===== src/rtl/psf_pkg.sv =====
// Shared types and constants for the packed 12-bit pixel span fill core.
`default_nettype none
package psf_pkg;

  localparam int unsigned AddrBits      = 24;
  localparam int unsigned ColorBits     = 8;
  localparam int unsigned CountBits     = 8;
  localparam int unsigned DataBits      = 32;
  localparam int unsigned MaxSpanPixels = 128;
  localparam int unsigned QueueDepth    = 2;

  localparam logic [ColorBits-1:0] OddLowMask  = 8'h0F;
  localparam logic [ColorBits-1:0] RemHighMask = 8'hF0;
  localparam logic [1:0]           WordAlignMask = 2'h3;

  // classified span request handed from front to back
  typedef struct packed {
    logic [AddrBits-1:0]  addr;
    logic [AddrBits-1:0]  end_addr;
    logic [ColorBits-1:0] color;
    logic                 odd;
    logic [CountBits-1:0] fill_bytes;
    logic                 rem;
  } span_cmd_t;

  typedef enum logic [2:0] {
    ST_IDLE,
    ST_ODD_OR,
    ST_ODD_ST,
    ST_FILL,
    ST_REM_ST,
    ST_REM_AND
  } back_state_e;

endpackage
`default_nettype wire


===== src/rtl/packed_12bit_pixel_span_fill_core.sv =====
// First write: with the queue empty, the first write is strobed once the request has passed
// the front register, the queue entry and the sequencer state; then one write per cycle to the span's end.
// Span length: at most 55 writes, for 128 pixels from an odd start; the back sequencer takes
// the next request only after a span's last write, and the write sequencer sets the rate.
// Requests are taken while busy is low; a two-entry queue holds requests ahead of the sequencer.
// Reset (async, active low) empties the front register and queue and idles the sequencer.
`default_nettype none
module packed_12bit_pixel_span_fill_core
  import psf_pkg::*;
#(
  parameter int unsigned MAX_SPAN_PIXELS = MaxSpanPixels
) (
  input  wire logic                 clk_i,
  input  wire logic                 rst_ni,
  input  wire logic                 start,
  output logic                      busy,
  input  wire logic [AddrBits-1:0]  start_address_i,
  input  wire logic                 odd_start_i,
  input  wire logic [ColorBits-1:0] fill_color_i,
  input  wire logic [CountBits-1:0] pixel_count_i,
  output logic                      write_valid_o,
  output logic [AddrBits-1:0]       write_address_o,
  output logic [DataBits-1:0]       write_data_o,
  output logic                      word_write_o,
  output logic                      merge_or_o,
  output logic [AddrBits-1:0]       end_address_o,
  output logic                      last_write_o
);

  logic      front_valid;
  logic      queue_ready;
  span_cmd_t front_cmd;
  logic      queue_valid;
  logic      queue_pop;
  span_cmd_t queue_cmd;

  psf_front #(
    .MAX_SPAN_PIXELS(MAX_SPAN_PIXELS)
  ) u_front (
    .clk_i          (clk_i),
    .rst_ni         (rst_ni),
    .start          (start),
    .busy           (busy),
    .start_address_i(start_address_i),
    .odd_start_i    (odd_start_i),
    .fill_color_i   (fill_color_i),
    .pixel_count_i  (pixel_count_i),
    .cmd_valid_o    (front_valid),
    .cmd_ready_i    (queue_ready),
    .cmd_o          (front_cmd)
  );

  psf_queue u_queue (
    .clk_i      (clk_i),
    .rst_ni     (rst_ni),
    .push_i     (front_valid),
    .ready_o    (queue_ready),
    .push_data_i(front_cmd),
    .pop_i      (queue_pop),
    .valid_o    (queue_valid),
    .pop_data_o (queue_cmd)
  );

  psf_back u_back (
    .clk_i          (clk_i),
    .rst_ni         (rst_ni),
    .cmd_valid_i    (queue_valid),
    .cmd_i          (queue_cmd),
    .cmd_pop_o      (queue_pop),
    .write_valid_o  (write_valid_o),
    .write_address_o(write_address_o),
    .write_data_o   (write_data_o),
    .word_write_o   (word_write_o),
    .merge_or_o     (merge_or_o),
    .end_address_o  (end_address_o),
    .last_write_o   (last_write_o)
  );

endmodule
`default_nettype wire


===== src/rtl/psf_front.sv =====
// Front stage: takes span requests, clamps the count and precomputes byte counts and end address.
`default_nettype none
module psf_front
  import psf_pkg::*;
#(
  parameter int unsigned MAX_SPAN_PIXELS = MaxSpanPixels
) (
  input  wire logic                 clk_i,
  input  wire logic                 rst_ni,
  input  wire logic                 start,
  output logic                      busy,
  input  wire logic [AddrBits-1:0]  start_address_i,
  input  wire logic                 odd_start_i,
  input  wire logic [ColorBits-1:0] fill_color_i,
  input  wire logic [CountBits-1:0] pixel_count_i,
  output logic                      cmd_valid_o,
  input  wire logic                 cmd_ready_i,
  output span_cmd_t                 cmd_o
);

  localparam logic [CountBits-1:0] MaxCount = CountBits'(MAX_SPAN_PIXELS);

  logic                 valid_q, valid_d;
  span_cmd_t            cmd_q;
  logic                 accept;
  logic [CountBits-1:0] count_sat;
  logic [CountBits-1:0] count_rest;
  logic [CountBits-1:0] pair_bytes;
  span_cmd_t            cmd_new;

  assign busy   = valid_q && !cmd_ready_i;
  assign accept = start && !busy;

  always_comb begin
    count_sat  = (pixel_count_i > MaxCount) ? MaxCount : pixel_count_i;
    count_rest = count_sat - CountBits'(odd_start_i);
    // three bytes per whole pixel pair
    pair_bytes = {count_rest[CountBits-1:1], 1'b0} + {1'b0, count_rest[CountBits-1:1]};
    cmd_new.addr       = start_address_i;
    cmd_new.color      = fill_color_i;
    cmd_new.odd        = odd_start_i;
    cmd_new.fill_bytes = pair_bytes;
    cmd_new.rem        = count_rest[0];
    cmd_new.end_addr   = start_address_i + {{(AddrBits-2){1'b0}}, odd_start_i, 1'b0}
                         + AddrBits'(pair_bytes) + AddrBits'(count_rest[0]);
  end

  always_comb begin
    valid_d = valid_q;
    if (accept) begin
      valid_d = (pixel_count_i != '0);
    end else if (valid_q && cmd_ready_i) begin
      valid_d = 1'b0;
    end
  end

  always_ff @(posedge clk_i or negedge rst_ni) begin
    if (!rst_ni) begin
      valid_q <= 1'b0;
    end else begin
      valid_q <= valid_d;
    end
  end

  always_ff @(posedge clk_i) begin
    if (accept) begin
      cmd_q <= cmd_new;
    end
  end

  assign cmd_valid_o = valid_q;
  assign cmd_o       = cmd_q;

endmodule
`default_nettype wire


===== src/rtl/psf_queue.sv =====
// Short request queue between front and back.
`default_nettype none
module psf_queue
  import psf_pkg::*;
(
  input  wire logic      clk_i,
  input  wire logic      rst_ni,
  input  wire logic      push_i,
  output logic           ready_o,
  input  wire span_cmd_t push_data_i,
  input  wire logic      pop_i,
  output logic           valid_o,
  output span_cmd_t      pop_data_o
);

  localparam int unsigned PtrBits = (QueueDepth > 1) ? $clog2(QueueDepth) : 1;
  localparam int unsigned CntBits = $clog2(QueueDepth + 1);
  localparam logic [PtrBits-1:0] LastIdx = PtrBits'(QueueDepth - 1);

  span_cmd_t            mem_q [QueueDepth];
  logic [PtrBits-1:0]   wr_ptr_q, wr_ptr_d;
  logic [PtrBits-1:0]   rd_ptr_q, rd_ptr_d;
  logic [CntBits-1:0]   count_q, count_d;
  logic                 do_push, do_pop;

  assign ready_o    = (count_q != CntBits'(QueueDepth));
  assign valid_o    = (count_q != '0);
  assign do_push    = push_i && ready_o;
  assign do_pop     = pop_i && valid_o;
  assign pop_data_o = mem_q[rd_ptr_q];

  always_comb begin
    wr_ptr_d = wr_ptr_q;
    rd_ptr_d = rd_ptr_q;
    count_d  = count_q;
    if (do_push) begin
      wr_ptr_d = (wr_ptr_q == LastIdx) ? '0 : wr_ptr_q + 1'b1;
    end
    if (do_pop) begin
      rd_ptr_d = (rd_ptr_q == LastIdx) ? '0 : rd_ptr_q + 1'b1;
    end
    if (do_push && !do_pop) begin
      count_d = count_q + 1'b1;
    end else if (do_pop && !do_push) begin
      count_d = count_q - 1'b1;
    end
  end

  always_ff @(posedge clk_i or negedge rst_ni) begin
    if (!rst_ni) begin
      wr_ptr_q <= '0;
      rd_ptr_q <= '0;
      count_q  <= '0;
    end else begin
      wr_ptr_q <= wr_ptr_d;
      rd_ptr_q <= rd_ptr_d;
      count_q  <= count_d;
    end
  end

  always_ff @(posedge clk_i) begin
    if (do_push) begin
      mem_q[wr_ptr_q] <= push_data_i;
    end
  end

endmodule
`default_nettype wire


===== src/rtl/psf_back.sv =====
// Back stage: walks one span request and emits one memory write per cycle while a span is in progress.
`default_nettype none
module psf_back
  import psf_pkg::*;
(
  input  wire logic                 clk_i,
  input  wire logic                 rst_ni,
  input  wire logic                 cmd_valid_i,
  input  wire span_cmd_t            cmd_i,
  output logic                      cmd_pop_o,
  output logic                      write_valid_o,
  output logic [AddrBits-1:0]       write_address_o,
  output logic [DataBits-1:0]       write_data_o,
  output logic                      word_write_o,
  output logic                      merge_or_o,
  output logic [AddrBits-1:0]       end_address_o,
  output logic                      last_write_o
);

  back_state_e          state_q, state_d;
  logic [AddrBits-1:0]  addr_q, addr_d;
  logic [AddrBits-1:0]  end_q, end_d;
  logic [ColorBits-1:0] color_q, color_d;
  logic [CountBits-1:0] bytes_q, bytes_d;
  logic                 rem_q, rem_d;
  logic                 do_word;
  logic [CountBits-1:0] bytes_after;

  // word store only once aligned and a full word is left
  assign do_word     = ((addr_q[1:0] & WordAlignMask) == 2'b00) && (bytes_q >= CountBits'(4));
  assign bytes_after = bytes_q - (do_word ? CountBits'(4) : CountBits'(1));

  // next state and datapath
  always_comb begin
    state_d   = state_q;
    addr_d    = addr_q;
    end_d     = end_q;
    color_d   = color_q;
    bytes_d   = bytes_q;
    rem_d     = rem_q;
    cmd_pop_o = 1'b0;
    case (state_q)
      ST_IDLE: begin
        if (cmd_valid_i) begin
          cmd_pop_o = 1'b1;
          addr_d    = cmd_i.addr;
          end_d     = cmd_i.end_addr;
          color_d   = cmd_i.color;
          bytes_d   = cmd_i.fill_bytes;
          rem_d     = cmd_i.rem;
          if (cmd_i.odd) begin
            state_d = ST_ODD_OR;
          end else if (cmd_i.fill_bytes != '0) begin
            state_d = ST_FILL;
          end else begin
            state_d = ST_REM_ST;
          end
        end
      end
      ST_ODD_OR: begin
        addr_d  = addr_q + 1'b1;
        state_d = ST_ODD_ST;
      end
      ST_ODD_ST: begin
        addr_d = addr_q + 1'b1;
        if (bytes_q != '0) begin
          state_d = ST_FILL;
        end else if (rem_q) begin
          state_d = ST_REM_ST;
        end else begin
          state_d = ST_IDLE;
        end
      end
      ST_FILL: begin
        addr_d  = addr_q + (do_word ? AddrBits'(4) : AddrBits'(1));
        bytes_d = bytes_after;
        if (bytes_after == '0) begin
          state_d = rem_q ? ST_REM_ST : ST_IDLE;
        end
      end
      ST_REM_ST: begin
        addr_d  = addr_q + 1'b1;
        state_d = ST_REM_AND;
      end
      ST_REM_AND: begin
        state_d = ST_IDLE;
      end
      default: begin
        state_d = ST_IDLE;
      end
    endcase
  end

  // write outputs
  always_comb begin
    write_valid_o   = 1'b1;
    write_address_o = addr_q;
    write_data_o    = DataBits'(color_q);
    word_write_o    = 1'b0;
    merge_or_o      = 1'b0;
    end_address_o   = end_q;
    last_write_o    = 1'b0;
    case (state_q)
      ST_IDLE: begin
        write_valid_o = 1'b0;
      end
      ST_ODD_OR: begin
        write_data_o = DataBits'(color_q & OddLowMask);
        merge_or_o   = 1'b1;
      end
      ST_ODD_ST: begin
        last_write_o = (bytes_q == '0) && !rem_q;
      end
      ST_FILL: begin
        word_write_o = do_word;
        if (do_word) begin
          write_data_o = {4{color_q}};
        end
        last_write_o = (bytes_after == '0) && !rem_q;
      end
      ST_REM_ST: begin
      end
      ST_REM_AND: begin
        write_data_o = DataBits'(color_q & RemHighMask);
        last_write_o = 1'b1;
      end
      default: begin
        write_valid_o = 1'b0;
      end
    endcase
  end

  always_ff @(posedge clk_i or negedge rst_ni) begin
    if (!rst_ni) begin
      state_q <= ST_IDLE;
    end else begin
      state_q <= state_d;
    end
  end

  always_ff @(posedge clk_i) begin
    addr_q  <= addr_d;
    end_q   <= end_d;
    color_q <= color_d;
    bytes_q <= bytes_d;
    rem_q   <= rem_d;
  end

endmodule
`default_nettype wire


===== config.mk =====
export PLATFORM = sky130hd
export DESIGN_NAME = packed_12bit_pixel_span_fill_core
export DESIGN_NICKNAME = d
export VERILOG_FILES = /design/src/rtl/psf_pkg.sv /design/src/rtl/packed_12bit_pixel_span_fill_core.sv /design/src/rtl/psf_front.sv /design/src/rtl/psf_queue.sv /design/src/rtl/psf_back.sv
export SDC_FILE = /design/constraint.sdc
export NUM_CORES = 1
export LEC_CHECK = 0
export CORE_AREA = 2 2 167 209
export DETAILED_ROUTE_END_ITERATION = 8
export DIE_AREA = 0 0 169 211
export DONT_BUFFER_PORTS = 1
export SLEW_MARGIN = 10
export SYNTH_ARGS = -nofsm -noshare
export SYNTH_HDL_FRONTEND = slang
export SYNTH_SLANG_ARGS = --single-unit

===== constraint.sdc =====
create_clock -name clk_i -period 6.5 [get_ports clk_i]
set_input_delay 0.975 -clock clk_i [delete_from_list [all_inputs] [get_ports clk_i]]
set_output_delay 0.975 -clock clk_i [all_outputs]
set_load 0.01 [all_outputs]

# Word level (Yosys, flattened, before mapping)

Memory sizes are Yosys's and may differ from the RTL's.
Index checks and enable logic that the tools add are counted.

Register bits after elaboration: 139
RAM bits: 132
Input port bits: 44
Output and inout port bits: 85
Logic and storage cells: 101
Memories: 1

$add $sub $neg: 12
$lt $le $gt $ge: 2
Eq/ne operators: 8
Mux-type cells: 30
Reduce and logical (&&, ||, !) cells: 32

Memories:

| memory        | depth | width | read ports | clocked after Yosys merged registers in | wr ports | line            | text |
|---|---|---|---|---|---|---|---|
| u_queue.mem_q | 2     | 66    | 1          | 0                                       | 1        | psf_queue.sv:20 | `span_cmd_t mem_q [QueueDepth];` |

Operators with widths:

| cell                                                               | number |
|---|---|
| case mux 32 bit (3 select lines)                                   | 1 |
| case mux 24 bit (3 select lines)                                   | 1 |
| 2-to-1 mux 32 bit                                                  | 1 |
| adder 24 x 1 -> 24 bit                                             | 1 |
| adder 24 x 1 -> 24 bit (second input constant)                     | 1 |
| adder 24 x 2 -> 24 bit                                             | 1 |
| adder 24 bit                                                       | 1 |
| adder 24 x 8 -> 24 bit                                             | 1 |
| 2-to-1 mux 24 bit                                                  | 1 |
| 2-to-1 mux 3 bit                                                   | 8 |
| nonzero test 8 bit                                                 | 3 |
| zero test 8 bit                                                    | 2 |
| 2-to-1 mux 8 bit                                                   | 2 |
| case mux 8 bit (2 select lines)                                    | 1 |
| case mux 3 bit (5 select lines)                                    | 1 |
| 2-to-1 mux 1 bit                                                   | 11 |
| logical AND 1 bit                                                  | 9 |
| adder 8 x 7 -> 8 bit                                               | 1 |
| greater-or-equal comparator 8 x 3 -> 1 bit (second input constant) | 1 |
| > comparator 8 bit (second input constant)                         | 1 |
| AND reduction 2 bit                                                | 4 |
| nonzero test 2 bit                                                 | 4 |
| subtractor 8 x 1 -> 8 bit                                          | 1 |
| subtractor 8 bit                                                   | 1 |
| other kinds (16)                                                   | 25 |

# Depth between registers and ports, before layout

Gate-level depths: netlist of run 1.

Depth after elaboration: 7
Depth in mapped cells: 21
Mapped depth without buffers: 19

# Cells and area by module

Synthesis of run 1 repeated with hierarchy kept, for this count alone.

Cell total of the unflattened synthesis: 747
Area total of the unflattened synthesis: 11,747.5 um2

Modules (own cells, without submodules):

| module    | times used | cells each | area each (um2) | seq. area each (um2) |
|---|---|---|---|---|
| psf_queue | 1          | 223        | 5,069.9         | 4,063.9 |
| psf_back  | 1          | 301        | 3,505.9         | 2,026.9 |
| psf_front | 1          | 223        | 3,171.8         | 2,006.9 |

# Least setup slack after synthesis of run 1

No wires, ideal clock.

Path type: in2reg
Start point: in pixel_count_i[7]
End point: reg u_front.cmd_q (netlist bit u_front.cmd_o[41]), data pin
Setup time: 0.271 ns
Arrival time: 4.821 ns
Setup slack: 1.408 ns
Cell stages on the path: 18
Path buffers: 1
Path through: clkbuf_1 -> nand2b_1 -> ha_1 -> nand2b_1 -> a22o_1 -> ha_1 -> ha_1 -> or3_1 -> a31o_1 -> a21oi_1 -> xnor2_1 -> ha_1 -> ha_1 -> or3_1 -> or2_1 -> o21bai_1 -> nor4_1 -> xor2_1

RTL lines:

| item                   | line                                    | text |
|---|---|---|
| start: declaration     | packed_12bit_pixel_span_fill_core.sv:20 | `input wire logic [CountBits-1:0] pixel_count_i,` |
| end signal: assignment | psf_front.sv:67                         | `cmd_q <= cmd_new;` |
| end: declaration       | psf_front.sv:24                         | `span_cmd_t cmd_q;` |

==> results.rst, run 1 <==
.. list-table::
   :header-rows: 1

   * - Metric
     - Value
   * - Final Wtd Congestion
     - 0.7982
   * - Register area
     - 8102 sq um
   * - Area share of the largest cell type after synthesis
     - 67.78%
   * - Number of setup buffers added after CTS
     - 0
   * - Filler cell count
     - 3101
   * - Sequential cell fraction of total power
     - 50.3%
   * - Dominant cell by count in the synthesized netlist
     - sky130_fd_sc_hd__edfxtp_1
   * - Wirelength per Cell
     - 18.05 um
   * - Fin Setup TNS
     - 0 ns
   * - Crit path required time
     - 6.76 ns
   * - Die extent in x
     - 169 um
   * - Crit Path Max Fanout
     - 17
   * - Final number of setup-violating endpoints
     - 0
   * - Count of routing violations after the opening detailed-route iteration
     - 323
   * - Proportion of layout cells with a drive suffix above 1
     - 11.43%
   * - Total power consumption of the routed design
     - 6.187 mW
   * - Count of standard-cell rows
     - 75
   * - Final clock skew
     - 0.01412 ns
   * - Post-Syn Area
     - 11650 sq um
   * - Clock period minus worst slack
     - 5.037 ns
   * - Post-route DRC violation count
     - 0
   * - All-Layer GR Usage
     - 12.33%
   * - Setup slack of the most critical reg-to-reg path
     - 3.15 ns
   * - I/O Pins
     - 129
   * - # diodes
     - 0
   * - Cell type contributing the most total cell area after synthesis
     - sky130_fd_sc_hd__edfxtp_1
   * - Post-synth EDFFs
     - 263
   * - Worst setup slack after placement
     - 0.8999 ns
   * - Yosys warns
     - 0
   * - Top cells by count, synth
     - sky130_fd_sc_hd__edfxtp_1 (263), sky130_fd_sc_hd__nand2_1 (47), sky130_fd_sc_hd__xnor2_1 (42)
   * - Unrepaired setup endpoints after global routing
     - false
   * - Switching component of the power
     - 1.951 mW
   * - Synthesized Nets
     - 860
   * - Mean area per synthesized cell
     - 14.86 sq um
   * - DR vias/cell
     - 4.856
   * - Max Slew Vio Count
     - 0
   * - Path class of the lowest-slack min-delay path
     - in2async
   * - Combinational cell fraction of total power
     - 25.4%
   * - Endpoints failing hold
     - 0
   * - Number of hold buffers added after cts
     - 0
   * - Antenna-violating nets left
     - 0
   * - Arr. time, crit path
     - 5.30 ns
   * - Internal power summed over all cells
     - 4.236 mW
   * - Total via count after detailed routing
     - 5919
   * - Crit share post-route
     - 77.50%
   * - Crit path capture type
     - register
   * - First-pass GRT wire length
     - 34070 um
   * - Area growth from synthesis to final layout
     - 10.46%
   * - Top_reg_cell synth
     - sky130_fd_sc_hd__edfxtp_1
   * - CTS Root Cell
     - sky130_fd_sc_hd__clkbuf_16
   * - Detailed-router iteration count before antenna repair
     - 6
   * - Proportion of total power due to net switching
     - 31.54%
   * - Total of max-cap violations
     - 0
   * - Proportion of synthesized chip area in sequential cells
     - 69.49%
   * - Biggest area contributors in the synthesized netlist
     - sky130_fd_sc_hd__edfxtp_1 (68%), sky130_fd_sc_hd__mux2_2 (3.3%), sky130_fd_sc_hd__xnor2_1 (3.2%)
   * - Post-Place Cells
     - 1175
   * - Unique cell type count in the Yosys netlist
     - 55
   * - Clock tree from TritonCTS
     - done
   * - Maximum ir drop on the vdd rail
     - 0.2090 mV
   * - Height of the chip
     - 211 um
   * - Pin count of the biggest net entering global routing
     - 63
   * - Crit Reg-Reg Endpoint
     - u_back.write_address_o[20]$_DFFE_PP_
   * - Worst-margin pin slew
     - 1.077 ns
   * - Clock transition at the register clock pins on the worst setup and hold paths after CTS
     - 0.07 ns
   * - Overflow after GRT
     - 0
   * - Initial antenna violation count
     - 0
   * - Fmax achieved
     - 0.1985 GHz
   * - Number of cell instances on the worst register-to-register path
     - 12
   * - Relative slew slack
     - 28.01%
   * - Number of synthesized register bits
     - 271
   * - Number of buffers created by CTS
     - 24
   * - Post-route worst setup slack
     - 1.463 ns
   * - Power density over the cells
     - 480.7 nW/um^2
   * - Detail Placement HPWL
     - 15340 um
   * - Status
     - finished clean
   * - Startpoint of the worst register-to-register path
     - u_back.bytes_q[7]$_DFFE_PP_
   * - Number of instances in the synthesized netlist
     - 784
   * - Final net count
     - 854
   * - Number of sinks handled by clock tree synthesis
     - 271
   * - Post-layout util
     - 38.31%
   * - Clk network pwr share
     - 24.3%
   * - Standard cell core area
     - 33590 sq um
   * - Via count of the first global-routing pass
     - 6026
   * - Asr flop ratio synth
     - 2.952%
   * - Number of buffers added on ports
     - 0
   * - Final Routed Wirelength
     - 22000 um
   * - Leakage dissipation
     - 4.446 nW
   * - Number of H-tree branching levels
     - 1
   * - Buffer depth of the longest clock path
     - 3
   * - Critical Path Start Type
     - input port
   * - Clock Latency Late Sink
     - 0.52 ns
   * - WS Path Type
     - in2reg
   * - Count of placed standard cells in the final layout, fillers left out
     - 1219
   * - Area of combinational cells with multiple inputs
     - 3252 sq um
   * - Die ar.
     - 35660 sq um
   * - Initial standard-cell utilization of the core
     - 34.69%
   * - Number of instances resized during post-cts repair
     - 0
[kinds of logic (layout without fill, tap and decap cells)]
family | count (synthesis) | count (layout) | share of synthesized area, %
flip-flops | 271 | 271 | 69.49
AND/OR/NAND/NOR | 196 | 196 | 8.816
AO/OA/AOI/OAI | 104 | 104 | 5.584
buffers and inverters | 64 | 76 | 2.738
XOR/XNOR | 63 | 63 | 4.735
multiplexers | 54 | 54 | 5.004
adder cells (fa/ha/maj) | 32 | 32 | 3.629
[power groups by stage]
stage | Sequential, mW | Clock (mW) | Combinational [mW]
floorplan | 3.01 | 0 | 1.31
global placement | 3.13 | 0 | 1.58
detailed placement | 3.16 | 0 | 1.61
CTS | 3.12 | 1.54 | 1.62
global route | 3.19 | 1.61 | 1.78
finish | 3.11 | 1.50 | 1.57
[placed cells by master (no fill, tap or decap), types with 4 or more instances in the layout]
master                      instances
sky130_fd_sc_hd__buf_4              7
sky130_fd_sc_hd__and4_1             4
sky130_fd_sc_hd__bufinv_16          5
sky130_fd_sc_hd__nor2b_1           24
sky130_fd_sc_hd__nand2_1           47
sky130_fd_sc_hd__nand4_1            7
sky130_fd_sc_hd__clkbuf_16         25
sky130_fd_sc_hd__nand3_1           10
sky130_fd_sc_hd__and2_1            14
sky130_fd_sc_hd__nor3_1             7
sky130_fd_sc_hd__a21o_1             6
sky130_fd_sc_hd__mux2_2            34
sky130_fd_sc_hd__clkbuf_1           5
sky130_fd_sc_hd__dfrtp_1            7
sky130_fd_sc_hd__ha_1              29
sky130_fd_sc_hd__a211oi_1          15
sky130_fd_sc_hd__o21ai_0           27
sky130_fd_sc_hd__nor2_1            37
sky130_fd_sc_hd__a21oi_1           31
sky130_fd_sc_hd__edfxtp_1         263
sky130_fd_sc_hd__inv_1             25
sky130_fd_sc_hd__mux2i_1           20
sky130_fd_sc_hd__nor4_1             9
sky130_fd_sc_hd__clkinv_2           5
sky130_fd_sc_hd__nand2b_1          11
sky130_fd_sc_hd__and3_1             4
sky130_fd_sc_hd__xnor2_1           42
sky130_fd_sc_hd__xor2_1            21
[worst max-delay path: stages]
cell and delay [ns]:
sky130_fd_sc_hd__nand2b_1 0.08, sky130_fd_sc_hd__ha_1 0.42, sky130_fd_sc_hd__nand2b_1 0.21, sky130_fd_sc_hd__a22o_1 0.25, sky130_fd_sc_hd__ha_1 0.21, sky130_fd_sc_hd__ha_1 0.18, sky130_fd_sc_hd__or3_1 0.42, sky130_fd_sc_hd__a31o_1 0.20
sky130_fd_sc_hd__a21oi_1 0.18, sky130_fd_sc_hd__xnor2_1 0.16, sky130_fd_sc_hd__ha_1 0.27, sky130_fd_sc_hd__ha_1 0.24, sky130_fd_sc_hd__or3_1 0.39, sky130_fd_sc_hd__or2_1 0.21, sky130_fd_sc_hd__o21bai_1 0.57, sky130_fd_sc_hd__nor3_1 0.13
sky130_fd_sc_hd__xor2_1 0.17
[flip-flops by register name, summed over array words and instances, names as in the netlist]
| signal | cells |
|---|---|
| u_back.rem_q | 1 |
| u_back.bytes_q | 8 |
| u_back.write_address_o | 24 |
| u_back.state_q | 3 |
| u_back.color_q | 8 |
| u_queue.count_q | 2 |
| u_front.cmd_o | 66 |
| u_queue.rd_ptr_q | 1 |
| u_queue.wr_ptr_q | 1 |
| u_front.cmd_valid_o | 1 |
| u_back.end_address_o | 24 |
| u_queue.mem_q | 132 |
[layer usage]
| metal | vias up | track usage (%) | wire length (um) |
|---|---|---|---|
| li1 | 2886 | - | - |
| met1 | 2886 | 14.80 | 9174 |
| met2 | 112 | 21.17 | 10880 |
| met3 | 35 | 3.635 | 1450 |
| met4 | 0 | 4.274 | 496 |
| met5 | - | 0 | 0 |
[worst max path at each step]
stage,to,start,slack [ns],cells past startpoint
floorplan,u_front.cmd_o[41]$_DFFE_PP_,pixel_count_i[7],1.41,18
global placement,u_front.cmd_o[41]$_DFFE_PP_,pixel_count_i[7],1.00,17
detailed placement,u_front.cmd_o[41]$_DFFE_PP_,pixel_count_i[7],0.90,17
CTS,u_front.cmd_o[35]$_DFFE_PP_,pixel_count_i[7],1.43,17
global route,u_front.cmd_o[39]$_DFFE_PP_,pixel_count_i[7],1.14,17
finish,u_front.cmd_o[35]$_DFFE_PP_,pixel_count_i[7],1.46,17
[stage by stage]
stage                     hold WS, ns  area (sq um)
after floorplan                0.4215         11650
after global placement         0.4226         12030
after detailed placement       0.4309         12030
after CTS                      0.1157         12870
after global routing           0.1095         12870
final                          0.1380         12870
[layout make-up]
class,count,area share [%]
Sequential cell,271,62.94
Multi-Input combinational cell,449,25.26
Clock buffer,30,5.006
Tap cell,423,4.112
Clock inverter,14,1.536
Inverter,25,0.7291
Timing Repair Buffer,7,0.4083
(Power assumes the default switching activity.)
==> run 2: changes to the inputs <==
- clock period: 6.5 -> 5.2 ns (I/O delays scaled with it)
==> results.rst, run 2 (same netlist as run 1, synthesis figures left out) <==
.. list-table::
   :header-rows: 1

   * - Metric
     - Value
   * - DR vias/cell
     - 4.843
   * - Leading cell types in the layout, fill and taps excluded
     - sky130_fd_sc_hd__edfxtp_1 (263), sky130_fd_sc_hd__nand2_1 (47), sky130_fd_sc_hd__xnor2_1 (42)
   * - Standard cell core area
     - 33590 sq um
   * - Endpoints failing hold
     - 0
   * - Final clock skew
     - 0.01376 ns
   * - Total of max-cap violations
     - 0
   * - Filler cell count
     - 3094
   * - Final Routed Wirelength
     - 22000 um
   * - Final number of setup-violating endpoints
     - 0
   * - Unrepaired setup endpoints after global routing
     - false
   * - Register area
     - 8102 sq um
   * - I/O Pins
     - 129
   * - Number of sinks handled by clock tree synthesis
     - 271
   * - Largest register FFs
     - 132
   * - Area growth from synthesis to final layout
     - 9.847%
   * - Leakage dissipation
     - 4.416 nW
   * - Detail Placement HPWL
     - 15600 um
   * - Buffer depth of the longest clock path
     - 3
   * - Number of instances resized during post-cts repair
     - 0
   * - Fmax achieved
     - 0.2231 GHz
   * - Height of the chip
     - 211 um
   * - Most flop-heavy register
     - u_queue.mem_q
   * - Worst-margin pin slew
     - 1.008 ns
   * - Power density over the cells
     - 590.3 nW/um^2
   * - Area of combinational cells with multiple inputs
     - 3252 sq um
   * - Number of buffers added on ports
     - 0
   * - Initial antenna violation count
     - 0
   * - First element of the critical path
     - pixel_count_i[1]
   * - Relative slew slack
     - 32.56%
   * - Max Slew Vio Count
     - 0
   * - Final Wtd Congestion
     - 0.8148
   * - Number of setup buffers added after CTS
     - 0
   * - Crit share post-route
     - 86.18%
   * - Startpoint of the worst register-to-register path
     - u_back.bytes_q[7]$_DFFE_PP_
   * - Clock Latency Late Sink
     - 0.53 ns
   * - Arr. time, crit path
     - 4.75 ns
   * - All-Layer GR Usage
     - 12.34%
   * - Final net count
     - 857
   * - Pin count of the biggest net entering global routing
     - 56
   * - Worst Hold Margin
     - 0.3458 ns
   * - Start point of the worst hold path
     - start_address_i[23]
   * - Via count of the first global-routing pass
     - 5829
   * - Number of buffers created by CTS
     - 24
   * - Wirelength per Cell
     - 18.03 um
   * - Status
     - finished clean
   * - Total power consumption of the routed design
     - 7.556 mW
   * - Die extent in x
     - 169 um
   * - Critical Path Start Type
     - input port
   * - Maximum ir drop on the vdd rail
     - 0.2851 mV
   * - Number of H-tree branching levels
     - 1
   * - Post-route DRC violation count
     - 0
   * - Clock period minus worst slack
     - 4.481 ns
   * - Path class of the lowest-slack min-delay path
     - in2reg
   * - Total via count after detailed routing
     - 5909
   * - Crit path required time
     - 5.46 ns
   * - Most frequent standard cell in the layout excluding fill and tap cells
     - sky130_fd_sc_hd__edfxtp_1
   * - Fin Setup TNS
     - 0 ns
   * - Clock tree from TritonCTS
     - done
   * - Count of routing violations after the opening detailed-route iteration
     - 366
   * - Proportion of layout cells with a drive suffix above 1
     - 10.79%
   * - Detailed-router iteration count before antenna repair
     - 4
   * - Antenna-violating nets left
     - 0
   * - Clock transition at the register clock pins on the worst setup and hold paths after CTS
     - 0.07 ns
   * - Crit path capture type
     - register
   * - Crit Path Max Fanout
     - 8
   * - First-pass GRT wire length
     - 33980 um
   * - Initial standard-cell utilization of the core
     - 34.69%
   * - WS Path Type
     - in2reg
   * - Count of standard-cell rows
     - 75
   * - Die ar.
     - 35660 sq um
   * - Overflow after GRT
     - 0
   * - CTS Root Cell
     - sky130_fd_sc_hd__clkbuf_16
   * - # diodes
     - 0
-- run 2: cell type report --
| type | instances | share of cell area, % |
|---|---|---|
| flip-flops and latches | 271 | 63.29 |
| multi-input cells | 449 | 25.41 |
| inverters | 25 | 0.7331 |
| well taps | 423 | 4.135 |
| repair buffers | 10 | 0.6061 |
| clock inverters | 10 | 0.7331 |
| clock buffers | 32 | 5.093 |
-- run 2: metrics by stage --
stage	setup slack [ns]	instances	area, sq um	util (%)
2_1_floorplan	0.3028	784	11650	-
3_3_place_gp	0.3380	1177	12040	35.85
3_5_place_dp	0.2209	1177	12040	35.85
4_1_cts	0.7492	1220	12800	38.10
5_1_grt	0.4178	1220	12800	38.10
6_report	0.7187	1220	12800	38.10
-- run 2: worst paths after layout --
check	end	slack (ns)	cells after the start
setup / recovery	u_front.cmd_o[41]$_DFFE_PP_	0.72	19
hold / removal	u_front.cmd_o[65]$_DFFE_PP_	0.35	0
setup reg to reg	u_back.write_address_o[18]$_DFFE_PP_	1.90	12
hold reg to reg	u_queue.mem_q[0][24]$_DFFE_PP_	0.44	0
max in group asynchronous	u_queue.rd_ptr_q$_DFFE_PN0P_	4.25	1
min in group asynchronous	u_queue.count_q[0]$_DFFE_PN0P_	0.63	1
-- run 2: timing repair --
action	4_1_cts	5_1_grt
hold buffers	1	0
endpoints found under the setup margin	0	0
hold endpoints to repair	8	0
-- run 2: worst max-delay path, stage by stage --
cell	delay [ns]
sky130_fd_sc_hd__or4_4	0.52
sky130_fd_sc_hd__nor2_1	0.14
sky130_fd_sc_hd__o21ai_0	0.11
sky130_fd_sc_hd__a221oi_1	0.42
sky130_fd_sc_hd__ha_1	0.34
sky130_fd_sc_hd__a21oi_1	0.20
sky130_fd_sc_hd__nand2_1	0.07
sky130_fd_sc_hd__a31oi_1	0.15
sky130_fd_sc_hd__nor2_1	0.08
sky130_fd_sc_hd__xor2_1	0.20
sky130_fd_sc_hd__ha_1	0.27
sky130_fd_sc_hd__ha_1	0.33
sky130_fd_sc_hd__o21ai_0	0.09
sky130_fd_sc_hd__nand2b_1	0.10
sky130_fd_sc_hd__a21oi_1	0.13
sky130_fd_sc_hd__o21bai_1	0.19
sky130_fd_sc_hd__buf_4	0.19
sky130_fd_sc_hd__nor4_1	0.30
sky130_fd_sc_hd__xor2_1	0.12
-- run 2: metal layers --
metal,global-route usage [%],wire length [um]
met1,14.93,8935
met2,21.40,11230
met3,3.598,1499
met4,3.625,332
met5,0,0
-- run 2: power by group --
part	switching [mW]	internal [mW]
Sequential	0.481	3.40
Clock	0.728	0.976
Combinational	1.20	0.766
